`src/design/esct_pkg.sv`:
```
// Package for the mm:ss countdown timer: beat structs, button phase enum,
// register map and fixed arithmetic constants.
// No dependencies; imported by encoder_set_countdown_timer_top.
package esct_pkg;

    typedef struct packed {
        logic ms_tick;
        logic enc_a;
        logic enc_b;
        logic button_n;
    } esct_in_t;

    typedef struct packed {
        logic [3:0] sec_units;
        logic [2:0] sec_tens;
        logic [3:0] min_units;
        logic [3:0] min_tens;
        logic [1:0] button_phase_out;
    } esct_out_t;

    typedef enum logic [1:0] {
        PH_IDLE    = 2'd0,
        PH_STARTED = 2'd1,
        PH_RUNNING = 2'd2,
        PH_CLEAR   = 2'd3
    } phase_t;

    // Register map: the register index is paddr[2].
    localparam int unsigned CFG_ADDR_W = 3;
    localparam logic REG_ENCODER_STEP   = 1'b0;
    localparam logic REG_TICK_PERIOD_MS = 1'b1;

    localparam int unsigned STEP_W   = 10;
    localparam int unsigned PERIOD_W = 16;
    localparam int unsigned SECS_W   = 13;
    localparam int unsigned MINS_W   = 7;

    localparam logic [STEP_W-1:0]   STEP_RESET   = 10'd30;
    localparam logic [PERIOD_W-1:0] PERIOD_RESET = 16'd1000;
    localparam logic [SECS_W-1:0]   MAX_SECONDS  = 13'd5999;
    localparam logic [PERIOD_W-1:0] MS_SAT       = 16'hFFFF;

    // Reciprocals: floor(x * 8739 / 2^19) = x / 60 for x <= 5999,
    // floor(x * 205 / 2^11) = x / 10 for x <= 99.
    localparam logic [13:0] DIV60_MULT = 14'd8739;
    localparam logic [7:0]  DIV10_MULT = 8'd205;

endpackage

```
`src/design/encoder_set_countdown_timer_top.sv`:
```
// Countdown timer set by a rotary encoder, one beat per millisecond sample.
// Depends on esct_pkg for the beat structs, phase enum and constants.
//
// The block takes one input beat per clock while m_ready does not hold the
// pipeline back, and returns exactly one result beat per input beat. The
// input register feeds the state update (encoder, button phase, millisecond
// counter and remaining seconds), whose registers feed a stage that splits
// seconds into minutes and seconds with one reciprocal multiply, and a last
// stage that splits each into decimal digits. Every stage moves on its own,
// so bubbles are squeezed out, and up to three more inputs are still taken
// while a result waits on m_ready. Registers are written through the APB
// port: encoder_step at 0x0 and tick_period_ms at 0x4; write them only while
// the pipeline is empty.
module encoder_set_countdown_timer_top
    import esct_pkg::*;
(
    input  logic                  aclk,
    input  logic                  aresetn,
    input  logic                  s_valid,
    output logic                  s_ready,
    input  esct_in_t              s_payload,
    output logic                  m_valid,
    input  logic                  m_ready,
    output esct_out_t             m_payload,
    input  logic                  psel,
    input  logic                  penable,
    input  logic                  pwrite,
    input  logic [CFG_ADDR_W-1:0] paddr,
    input  logic [31:0]           pwdata,
    output logic [31:0]           prdata,
    output logic                  pready
);

    logic [STEP_W-1:0]   step_reg;
    logic [PERIOD_W-1:0] period_reg;

    logic                in_valid_reg;
    esct_in_t            in_reg;
    logic                st_valid_reg;
    logic                dv_valid_reg;
    logic                out_valid_reg;
    esct_out_t           out_reg;

    logic [SECS_W-1:0]   rem_reg, rem_next;
    phase_t              phase_reg, phase_next;
    logic                last_a_reg, last_a_next;
    logic [PERIOD_W-1:0] ms_reg, ms_next;

    logic [MINS_W-1:0]   dv_min_reg;
    logic [5:0]          dv_sec_reg;
    phase_t              dv_phase_reg;

    logic adv_out, adv_dv, adv_st, adv_in;

    logic [SECS_W-1:0]   rem_enc, rem_btn;
    logic [SECS_W:0]     enc_sum, btn_sum;
    logic [PERIOD_W-1:0] ms_inc;
    logic                fall_a;

    logic [26:0]         prod60;
    logic [MINS_W-1:0]   min_q;
    logic [SECS_W-1:0]   min_times60;
    logic [SECS_W-1:0]   sec_rem;

    logic [14:0]         prod_min10, prod_sec10;
    logic [3:0]          min_tens_q;
    logic [2:0]          sec_tens_q;
    logic [MINS_W-1:0]   min_units_w;
    logic [5:0]          sec_units_w;

    // Each stage advances when it is empty or the stage after it advances.
    assign adv_out = !out_valid_reg || m_ready;
    assign adv_dv  = !dv_valid_reg || adv_out;
    assign adv_st  = !st_valid_reg || adv_dv;
    assign adv_in  = !in_valid_reg || adv_st;
    assign s_ready = adv_in;
    assign m_valid = out_valid_reg;
    assign m_payload = out_reg;

    // Configuration port.
    assign pready = 1'b1;

    always_ff @(posedge aclk) begin
        if (!aresetn) begin
            step_reg   <= STEP_RESET;
            period_reg <= PERIOD_RESET;
        end else if (psel && penable && pwrite) begin
            case (paddr[2])
                REG_ENCODER_STEP:   step_reg   <= pwdata[STEP_W-1:0];
                REG_TICK_PERIOD_MS: period_reg <= pwdata[PERIOD_W-1:0];
                default: ;
            endcase
        end
    end

    always_comb begin
        case (paddr[2])
            REG_ENCODER_STEP:   prdata = {{(32-STEP_W){1'b0}}, step_reg};
            REG_TICK_PERIOD_MS: prdata = {{(32-PERIOD_W){1'b0}}, period_reg};
            default:            prdata = 32'd0;
        endcase
    end

    // Input register.
    always_ff @(posedge aclk) begin
        if (!aresetn) begin
            in_valid_reg <= 1'b0;
        end else if (adv_in) begin
            in_valid_reg <= s_valid;
        end
    end

    always_ff @(posedge aclk) begin
        if (adv_in && s_valid) begin
            in_reg <= s_payload;
        end
    end

    // State update for the beat in the input register.
    always_comb begin
        fall_a      = !in_reg.enc_a && last_a_reg;
        last_a_next = in_reg.enc_a;

        // Encoder detent, only while idle.
        enc_sum = {1'b0, rem_reg} + {{(SECS_W+1-STEP_W){1'b0}}, step_reg};
        rem_enc = rem_reg;
        if (fall_a && phase_reg == PH_IDLE) begin
            if (!in_reg.enc_b) begin
                rem_enc = (enc_sum > {1'b0, MAX_SECONDS}) ? MAX_SECONDS
                                                          : enc_sum[SECS_W-1:0];
            end else if ({{(SECS_W-STEP_W){1'b0}}, step_reg} >= rem_reg) begin
                rem_enc = '0;
            end else begin
                rem_enc = rem_reg - {{(SECS_W-STEP_W){1'b0}}, step_reg};
            end
        end

        // Button phases; a start adds one second.
        btn_sum    = {1'b0, rem_enc} + {{SECS_W{1'b0}}, 1'b1};
        rem_btn    = rem_enc;
        phase_next = phase_reg;
        case (phase_reg)
            PH_IDLE: begin
                if (!in_reg.button_n) begin
                    phase_next = PH_STARTED;
                    rem_btn = (btn_sum > {1'b0, MAX_SECONDS}) ? MAX_SECONDS
                                                              : btn_sum[SECS_W-1:0];
                end
            end
            PH_STARTED: begin
                if (in_reg.button_n) begin
                    phase_next = PH_RUNNING;
                end
            end
            PH_RUNNING: begin
                if (!in_reg.button_n) begin
                    phase_next = PH_CLEAR;
                end
            end
            PH_CLEAR: begin
                if (in_reg.button_n) begin
                    phase_next = PH_IDLE;
                end
            end
            default: phase_next = PH_IDLE;
        endcase

        // Countdown.
        ms_inc   = (in_reg.ms_tick && ms_reg != MS_SAT) ? ms_reg + 16'd1 : ms_reg;
        ms_next  = ms_inc;
        rem_next = rem_btn;
        if ((phase_next == PH_STARTED || phase_next == PH_RUNNING) &&
            ms_inc >= period_reg) begin
            ms_next  = '0;
            rem_next = (rem_btn == '0) ? '0 : rem_btn - 13'd1;
        end
        if (phase_next == PH_CLEAR) begin
            rem_next = '0;
        end
    end

    always_ff @(posedge aclk) begin
        if (!aresetn) begin
            st_valid_reg <= 1'b0;
            rem_reg      <= '0;
            phase_reg    <= PH_IDLE;
            last_a_reg   <= 1'b1;
            ms_reg       <= '0;
        end else if (adv_st) begin
            st_valid_reg <= in_valid_reg;
            if (in_valid_reg) begin
                rem_reg    <= rem_next;
                phase_reg  <= phase_next;
                last_a_reg <= last_a_next;
                ms_reg     <= ms_next;
            end
        end
    end

    // Minutes and seconds.
    assign prod60      = 27'(rem_reg) * 27'(DIV60_MULT);
    assign min_q       = prod60[25:19];
    assign min_times60 = {min_q, 6'b0} - {4'b0, min_q, 2'b0};
    assign sec_rem     = rem_reg - min_times60;

    always_ff @(posedge aclk) begin
        if (!aresetn) begin
            dv_valid_reg <= 1'b0;
        end else if (adv_dv) begin
            dv_valid_reg <= st_valid_reg;
        end
    end

    always_ff @(posedge aclk) begin
        if (adv_dv && st_valid_reg) begin
            dv_min_reg   <= min_q;
            dv_sec_reg   <= sec_rem[5:0];
            dv_phase_reg <= phase_reg;
        end
    end

    // Decimal digits.
    assign prod_min10  = 15'(dv_min_reg) * 15'(DIV10_MULT);
    assign prod_sec10  = 15'(dv_sec_reg) * 15'(DIV10_MULT);
    assign min_tens_q  = prod_min10[14:11];
    assign sec_tens_q  = prod_sec10[13:11];
    assign min_units_w = dv_min_reg - ({min_tens_q, 3'b0} + {2'b0, min_tens_q, 1'b0});
    assign sec_units_w = dv_sec_reg - ({sec_tens_q, 3'b0} + {2'b0, sec_tens_q, 1'b0});

    always_ff @(posedge aclk) begin
        if (!aresetn) begin
            out_valid_reg <= 1'b0;
        end else if (adv_out) begin
            out_valid_reg <= dv_valid_reg;
        end
    end

    always_ff @(posedge aclk) begin
        if (adv_out && dv_valid_reg) begin
            out_reg.min_tens         <= min_tens_q;
            out_reg.min_units        <= min_units_w[3:0];
            out_reg.sec_tens         <= sec_tens_q;
            out_reg.sec_units        <= sec_units_w[3:0];
            out_reg.button_phase_out <= dv_phase_reg;
        end
    end

    // The count never leaves the displayable range.
    a_rem_max: assert property (@(posedge aclk) disable iff (!aresetn)
        rem_reg <= MAX_SECONDS)
        else $error("remaining seconds above 99:59");

    // The reset phase always shows zero.
    a_clear_zero: assert property (@(posedge aclk) disable iff (!aresetn)
        phase_reg == PH_CLEAR |-> rem_reg == '0)
        else $error("count not zero in reset phase");

    // A result beat always carries valid decimal digits.
    a_digits: assert property (@(posedge aclk) disable iff (!aresetn)
        out_valid_reg |-> (out_reg.sec_units <= 4'd9 && out_reg.sec_tens <= 3'd5 &&
                           out_reg.min_units <= 4'd9 && out_reg.min_tens <= 4'd9))
        else $error("digit out of range");

    // The state only moves when a beat leaves the input register.
    a_state_hold: assert property (@(posedge aclk) disable iff (!aresetn)
        !(in_valid_reg && adv_st) |=> $stable(rem_reg) && $stable(phase_reg))
        else $error("state changed without a beat");

endmodule

```
`config.mk`:
```
export PLATFORM = sky130hd
export DESIGN_NAME = encoder_set_countdown_timer_top
export DESIGN_NICKNAME = d
export VERILOG_FILES = /design/src/design/esct_pkg.sv /design/src/design/encoder_set_countdown_timer_top.sv
export SDC_FILE = /design/constraint.sdc
export NUM_CORES = 1
export LEC_CHECK = 0
export BUFFER_PORTS_ARGS = -buffer_cell sky130_fd_sc_hd__buf_2
export CAP_MARGIN = 20
export CORE_AREA = 4 4 169 171
export CTS_CLUSTER_DIAMETER = 100
export DETAILED_ROUTE_END_ITERATION = 16
export DIE_AREA = 0 0 173 175
export SLEW_MARGIN = 15
export SYNTH_ARGS = -nofsm -noshare
export SYNTH_HDL_FRONTEND = slang
export SYNTH_SLANG_ARGS = --single-unit
export TNS_END_PERCENT = 20
```
`constraint.sdc`:
```
create_clock -name aclk -period 15.5 [get_ports aclk]
set_clock_uncertainty 0.2 [all_clocks]
set_input_delay 3.1 -clock aclk [delete_from_list [all_inputs] [get_ports aclk]]
set_output_delay 3.1 -clock aclk [all_outputs]
set_load 0.02 [all_outputs]
```
==> reports/qor.txt, run 1 <==
Syn. warnings -> 0
hold-fix buffers at CTS -> 0
routed len/inst -> 16.4 um
Final Hold Fails -> 0
Critical Path End Type -> flop
GPL Wtd Cong -> 0.922
Post-DP HPWL -> 21.4 mm
Lkg Pwr -> 5.70 nW
# IOs -> 98
number of flip-flops in the largest register -> 17
Clock transition at path regs -> 0.07 ns
share of cells above drive strength 1 -> 10.3%
Clock Tree Root -> clkbuf_16
drt drc -> 0
H-Tree Depth -> 3
post-synthesis cell area -> 11,000 um^2
GRT Total Usage -> 18.1%
Final period util -> 47.8%
Top FF cell, synth -> dfxtp_1
Resized Gates After CTS -> 0
ys async rst share -> 0%
Slew Limit Fails -> 0
most common cell after layout, fill and taps aside -> ha_1
worst hold path type -> reg2reg
n_diodes -> 0
synthesized area per cell -> 8.54 um^2
# fillers -> 2,655
Remaining Overflow, GRT -> 0
Core ar. -> 26,900 um^2
most frequent cells in the layout -> ha_1, inv_1, nand2_1
cells after synthesis -> 1,286
Die Y -> 175 um
P per Cell Area -> 64.3 nW/um^2
Max Cap Viol -> 0
Relative slew margins -> 32.8%
clk_lat worst skew -> 0.36 ns
fin nets -> 1,587
vias in the first global route -> 8,848
vias per inst -> 5.43
setup violators final -> 0
CTS Buf Count -> 9
initial antenna violation count -> 0
minimum clock period -> 7.41 ns
Yosys reg bits -> 98
drt total wl -> 27.4 mm
die area -> 30,300 um^2
antenna viol nets, final -> 0
Setup WS post-layout -> 8.09 ns
CTS tree -> done
Row Count -> 60
worst slack, placed -> 8.11 ns
largest net degree at the start of global routing -> 53
first-pass GRT wire length -> 45.2 mm
unrepaired setup endpoints after global routing -> no
via count -> 9,071
largest buffer count on any clock path -> 2
status -> finished, final reports clean
CP Data Arrival Time -> 7.44 ns
Total Neg Setup Slack -> 0 ns
Starting Density -> 40.9%
clk sink count -> 98
sequential area share after synthesis -> 21.1%
Post-CTS Setup Repair Bufs -> 0
port bufs -> 62
Layout area overhead -> 7.96%
maximum vdd drop -> 39.7 uV
Max FO, Critical Path -> 13
critical path class -> reg2reg
Worst-Margin Slew -> 1.00 ns
fmax -> 0.135 GHz
EDFF count, synth -> 36
CP Launch Type -> flop
drt initial violations -> 351
post-synthesis cell type count -> 93
Worst Path Required -> 15.52 ns
Die Wd -> 173 um
Initial DRT Pass Iterations -> 5
[synthesized netlist by cell type (all sizes together), types with 5 or more instances]
master,instances,area (um^2)
a2111oi,6,91.3
a22oi,5,37.5
xnor2,49,429
a21o,21,158
edfxtp,36,1080
o21ai,59,333
a211o,5,43.8
inv,146,548
or2,5,31.3
a31o,11,96.4
xor2,19,166
a31oi,11,75.1
o21a,11,82.6
nor2b,32,200
nand4,17,128
fa,36,721
nor2,71,267
and3,12,75.1
a211oi,14,115
nand2b,15,93.8
clkbuf,30,113
nor3,16,80.1
a21boi,20,150
nand3,35,175
or4,6,48.8
ha,181,2260
buf,31,216
o31ai,6,45.0
or3,6,37.5
nor4b,5,56.3
dfxtp,62,1240
o211ai,14,105
nor4,8,95.1
nand2,142,533
a21oi,55,279
and2,21,131
[power breakdown]
group	switching [mW]	total [mW]	internal (mW)
Combinational	0.140	0.227	0.0870
Sequential	0.00974	0.287	0.277
Clock	0.118	0.249	0.131
[layer usage]
metal / part of all wire (%) / vias to the layer above / wire (um) / track usage (%)
met5: 0 / - / 0 / 0
met4: 2.0 / 0 / 542 / 5.02
met3: 3.6 / 31 / 982 / 2.25
met2: 50 / 187 / 13600 / 32.9
met1: 45 / 4286 / 12200 / 22.6
li1: - / 4567 / - / -
[cell families (layout without fill, tap and decap cells)]
group | Yosys count | count (layout) | share of synthesized area, %
simple gates | 408 | 408 | 19.1
compound gates | 282 | 282 | 18.7
fa+ha+maj | 217 | 217 | 27.2
buf+inv | 207 | 235 | 7.98
flops | 98 | 98 | 21.1
xor+xnor | 68 | 68 | 5.42
mux | 4 | 4 | 0.376
other cells | 2 | 17 | 0.0683
[layout make-up]
class	count	area, um^2	share of cell area, %
Tap cell	341	427	3.60
Clock inverter	7	96.3	0.812
Clock buffer	9	225	1.90
Inverter	146	548	4.62
Timing Repair Buffer	73	393	3.31
Multi-Input combinational cell	996	7850	66.2
Sequential cell	98	2320	19.6
[stage by stage]
step | hold WS, ns | cell area [um^2] | utilization, % | std cells | power, mW
2_1_floorplan | 0.200 | 11000 | - | 1301 | 0.465
3_3_place_gp | 0.210 | 11500 | 42.9 | 1654 | 0.515
3_5_place_dp | 0.221 | 11500 | 42.9 | 1654 | 0.519
4_1_cts | 0.240 | 11900 | 44.1 | 1670 | 0.774
5_1_grt | 0.242 | 11900 | 44.1 | 1670 | 0.813
6_report | 0.232 | 11900 | 44.1 | 1670 | 0.763
[worst paths after layout]
kind / startpoint / endpoint / slack [ns] / cells past startpoint
max reg2reg: rem_reg[2]$_SDFFE_PN0P_ / rem_reg[5]$_SDFFE_PN0P_ / 8.09 / 21
max: rem_reg[2]$_SDFFE_PN0P_ / rem_reg[5]$_SDFFE_PN0P_ / 8.09 / 21
min: dv_phase_reg[1]$_DFFE_PP_ / m_payload[1]$_DFFE_PP_ / 0.23 / 0
min reg2reg: dv_phase_reg[1]$_DFFE_PP_ / m_payload[1]$_DFFE_PP_ / 0.23 / 0
[worst max-delay path, cell delays in order, from the launching register on]
cell	delay, ns
dfxtp_1	0.83
ha_1	0.43
o21bai_4	0.14
a211o_1	0.38
a2111oi_1	0.57
nor3_1	0.13
or3b_1	0.57
nand2_1	0.22
a21oi_1	0.09
a21oi_1	0.17
o21ai_0	0.14
ha_1	0.30
and3_1	0.20
or2_2	0.32
a41o_1	0.27
a221oi_4	0.27
nand4_2	0.23
o211a_4	0.34
nor4_4	0.52
a41o_1	0.66
nand2b_1	0.18
o211ai_1	0.08
Note: power is estimated with default switching activity, not from simulation.
==> run 2, diff against run 1 <==
--- a/config.mk
+++ b/config.mk
@@ -5,12 +5,13 @@
 export SDC_FILE = /design/constraint.sdc
 export NUM_CORES = 1
 export LEC_CHECK = 0
+export ABC_AREA = 1
 export BUFFER_PORTS_ARGS = -buffer_cell sky130_fd_sc_hd__buf_2
 export CAP_MARGIN = 20
-export CORE_AREA = 4 4 169 171
+export CORE_AREA = 4 4 166 168
 export CTS_CLUSTER_DIAMETER = 100
 export DETAILED_ROUTE_END_ITERATION = 16
-export DIE_AREA = 0 0 173 175
+export DIE_AREA = 0 0 170 172
 export SLEW_MARGIN = 15
 export SYNTH_ARGS = -nofsm -noshare
 export SYNTH_HDL_FRONTEND = slang
==> constraint.sdc (replaced) <==
create_clock -name aclk -period 7.4 [get_ports aclk]
set_clock_uncertainty 0.2 [all_clocks]
set_input_delay 1.48 -clock aclk [delete_from_list [all_inputs] [get_ports aclk]]
set_output_delay 1.48 -clock aclk [all_outputs]
set_load 0.02 [all_outputs]
==> reports/qor.txt, run 2 <==
status -> finished, final reports clean
routed len/inst -> 13.8 um (-16%)
Worst-Margin Slew -> 0.680 ns (-0.323 ns)
Clock transition at path regs -> 0.07 ns (about the same)
Final Instance Area -> 11,500 um^2 (-3.2%)
post-synth top area share -> 21.4% (+0.81 points)
port bufs -> 62 (unchanged)
maximum vdd drop -> 107 uV (+170%)
Yosys reg bits -> 98 (unchanged)
GRT Total Usage -> 17.4% (-0.71 points)
Starting Density -> 40.8% (-0.081 points)
cells after synthesis -> 1,408 (+9.5%)
hold path cells -> 0 (unchanged)
Final Hold Fails -> 0 (unchanged)
antenna viol nets, final -> 0 (unchanged)
CTS tree -> done
Slew Limit Fails -> 0 (unchanged)
drt total wl -> 24.9 mm (-9.2%)
sequential area share after synthesis -> 22.0% (+0.83 points)
Resized Gates After CTS -> 0 (unchanged)
Top FF cell, synth -> dfxtp_1
Row Count -> 59 (-1.7%)
Max stage delay on crit path -> 0.73 ns (-0.10 ns)
reg2reg path depth -> 40 (+90%)
largest buffer count on any clock path -> 2 (unchanged)
Synth area leaders -> ha_1, dfxtp_1, nand2_1
vias per inst -> 4.93 (-9.2%)
post-synthesis cell type count -> 49 (-47%)
worst hold path type -> reg2reg
fmax -> 0.167 GHz (+24%)
GPL Wtd Cong -> 0.910 (-1.2%)
Final period util -> 81.0% (+33 points)
CP Data Arrival Time -> 6.08 ns (-1.36 ns)
CTS Buf Count -> 9 (unchanged)
largest area contributor in the netlist -> ha_1
Clock Tree Root -> clkbuf_16
unrepaired setup endpoints after global routing -> no
Die Y -> 172 um (-1.7%)
Lkg Pwr -> 6.09 nW (+6.9%)
# IOs -> 98 (unchanged)
ys async rst share -> 0% (unchanged)
most frequent cells in the layout -> nand2_1, inv_1, ha_1
critical path class -> reg2reg
n_diodes -> 0 (unchanged)
Post-CTS Setup Repair Bufs -> 0 (unchanged)
share of cells above drive strength 1 -> 11.0% (+0.65 points)
fin nets -> 1,727 (+8.8%)
# fillers -> 2,633 (-0.83%)
Synth top cells by count -> nand2_1, inv_1, ha_1
Post-DP HPWL -> 20.5 mm (-4.3%)
worst slack, placed -> 1.41 ns (-6.70 ns)
Max FO, Critical Path -> 11 (-2)
Relative slew margins -> 54.2% (+21 points)
hold-fix buffers at CTS -> 0 (unchanged)
clk sink count -> 98 (unchanged)
Core ar. -> 25,900 um^2 (-3.6%)
via count -> 8,895 (-1.9%)
Remaining Overflow, GRT -> 0 (unchanged)
Die Wd -> 170 um (-1.7%)
most common cell after layout, fill and taps aside -> nand2_1
largest net degree at the start of global routing -> 44 (-17%)
most frequent cell after synthesis -> nand2_1
Critical-path top delay cell -> dfxtp_1
post-synthesis cell area -> 10,600 um^2 (-3.8%)
Setup WS post-layout -> 1.40 ns (-6.68 ns)
placed cell areas -> 11,200 um^2 (-3.0%)
setup violators final -> 0 (unchanged)
initial antenna violation count -> 0 (unchanged)
H-Tree Depth -> 3 (unchanged)
drt drc -> 0 (unchanged)
Layout area overhead -> 8.60%
first-pass GRT wire length -> 41.5 mm (-8.0%)
P per Cell Area -> 138 nW/um^2 (+110%)
minimum clock period -> 6.00 ns (-1.42 ns)
number of flip-flops in the largest register -> 17 (unchanged)
CP Launch Type -> flop
Critical Path End Type -> flop
clk_lat worst skew -> 0.35 ns (about the same)
Total Neg Setup Slack -> 0 ns (unchanged)
vias in the first global route -> 8,552 (-3.3%)
Final Util -> 44.3% (+0.18 points)
Worst Path Required -> 7.49 ns (-8.03 ns)
synthesized area per cell -> 7.51 um^2 (-12%)
drt initial violations -> 441 (+26%)
Syn. warnings -> 0 (unchanged)
Initial DRT Pass Iterations -> 5 (unchanged)
EDFF count, synth -> 36 (unchanged)
Max Cap Viol -> 0 (unchanged)
die area -> 29,200 um^2 (-3.4%)
CP dominant cell by count -> nand2_1
run 2: where the power goes:
group          switching (mW)  total, mW  internal, mW
Clock                   0.221      0.454         0.234
Sequential             0.0221      0.607         0.585
Combinational           0.336      0.525         0.189
run 2: cells by family after synthesis:
logic type | Yosys count | synth area share (%)
buf+inv | 304 | 11.7
flops | 98 | 22.0
simple gates | 525 | 22.1
compound gates | 201 | 10.8
other cells | 2 | 0.0710
xor+xnor | 61 | 5.05
fa+ha+maj | 217 | 28.2
run 2: final timing paths:
| kind | startpoint | to | slack [ns] |
|---|---|---|---|
| max | rem_reg[3]$_SDFFE_PN0P_ | rem_reg[10]$_SDFFE_PN0P_ | 1.40 |
| min | dv_phase_reg[1]$_DFFE_PP_ | m_payload[1]$_DFFE_PP_ | 0.23 |
| max reg2reg | rem_reg[3]$_SDFFE_PN0P_ | rem_reg[10]$_SDFFE_PN0P_ | 1.40 |
| min reg2reg | dv_phase_reg[1]$_DFFE_PP_ | m_payload[1]$_DFFE_PP_ | 0.23 |
run 2: routing by layer:
metal	vias up	part of all wire [%]	global-route usage, %
met3	30	4.1	2.56
li1	4599	-	-
met4	0	1.1	3.61
met5	-	0	0
met2	170	47	30.8
met1	4096	47	22.7
run 2: cell type report:
type                    instances  area [um^2]  share of cell area [%]
clock buffers                  10          229                    1.99
inverters                     259          972                    8.47
flip-flops and latches         98         2320                    20.2
multi-input cells            1021         7080                    61.6
repair buffers                 75          415                    3.62
well taps                     335          419                    3.65
clock inverters                 6         48.8                   0.425
run 2: through the flow:
| stage | hold slack, ns | power (mW) | instances |
|---|---|---|---|
| floorplan | 0.200 | 1.02 | 1423 |
| global placement | 0.212 | 1.13 | 1786 |
| detailed placement | 0.207 | 1.14 | 1787 |
| CTS | 0.234 | 1.60 | 1803 |
| global route | 0.242 | 1.71 | 1804 |
| finish | 0.228 | 1.59 | 1804 |
run 2: critical path: cells and delay by family (launching register included):
family,cells,cell delay (ns)
AND/OR/NAND/NOR,30,3.44
adder cells (fa/ha/maj),3,0.80
flip-flops,1,0.73
buffers and inverters,5,0.30
AO/OA/AOI/OAI,1,0.21
XOR/XNOR,1,0.20
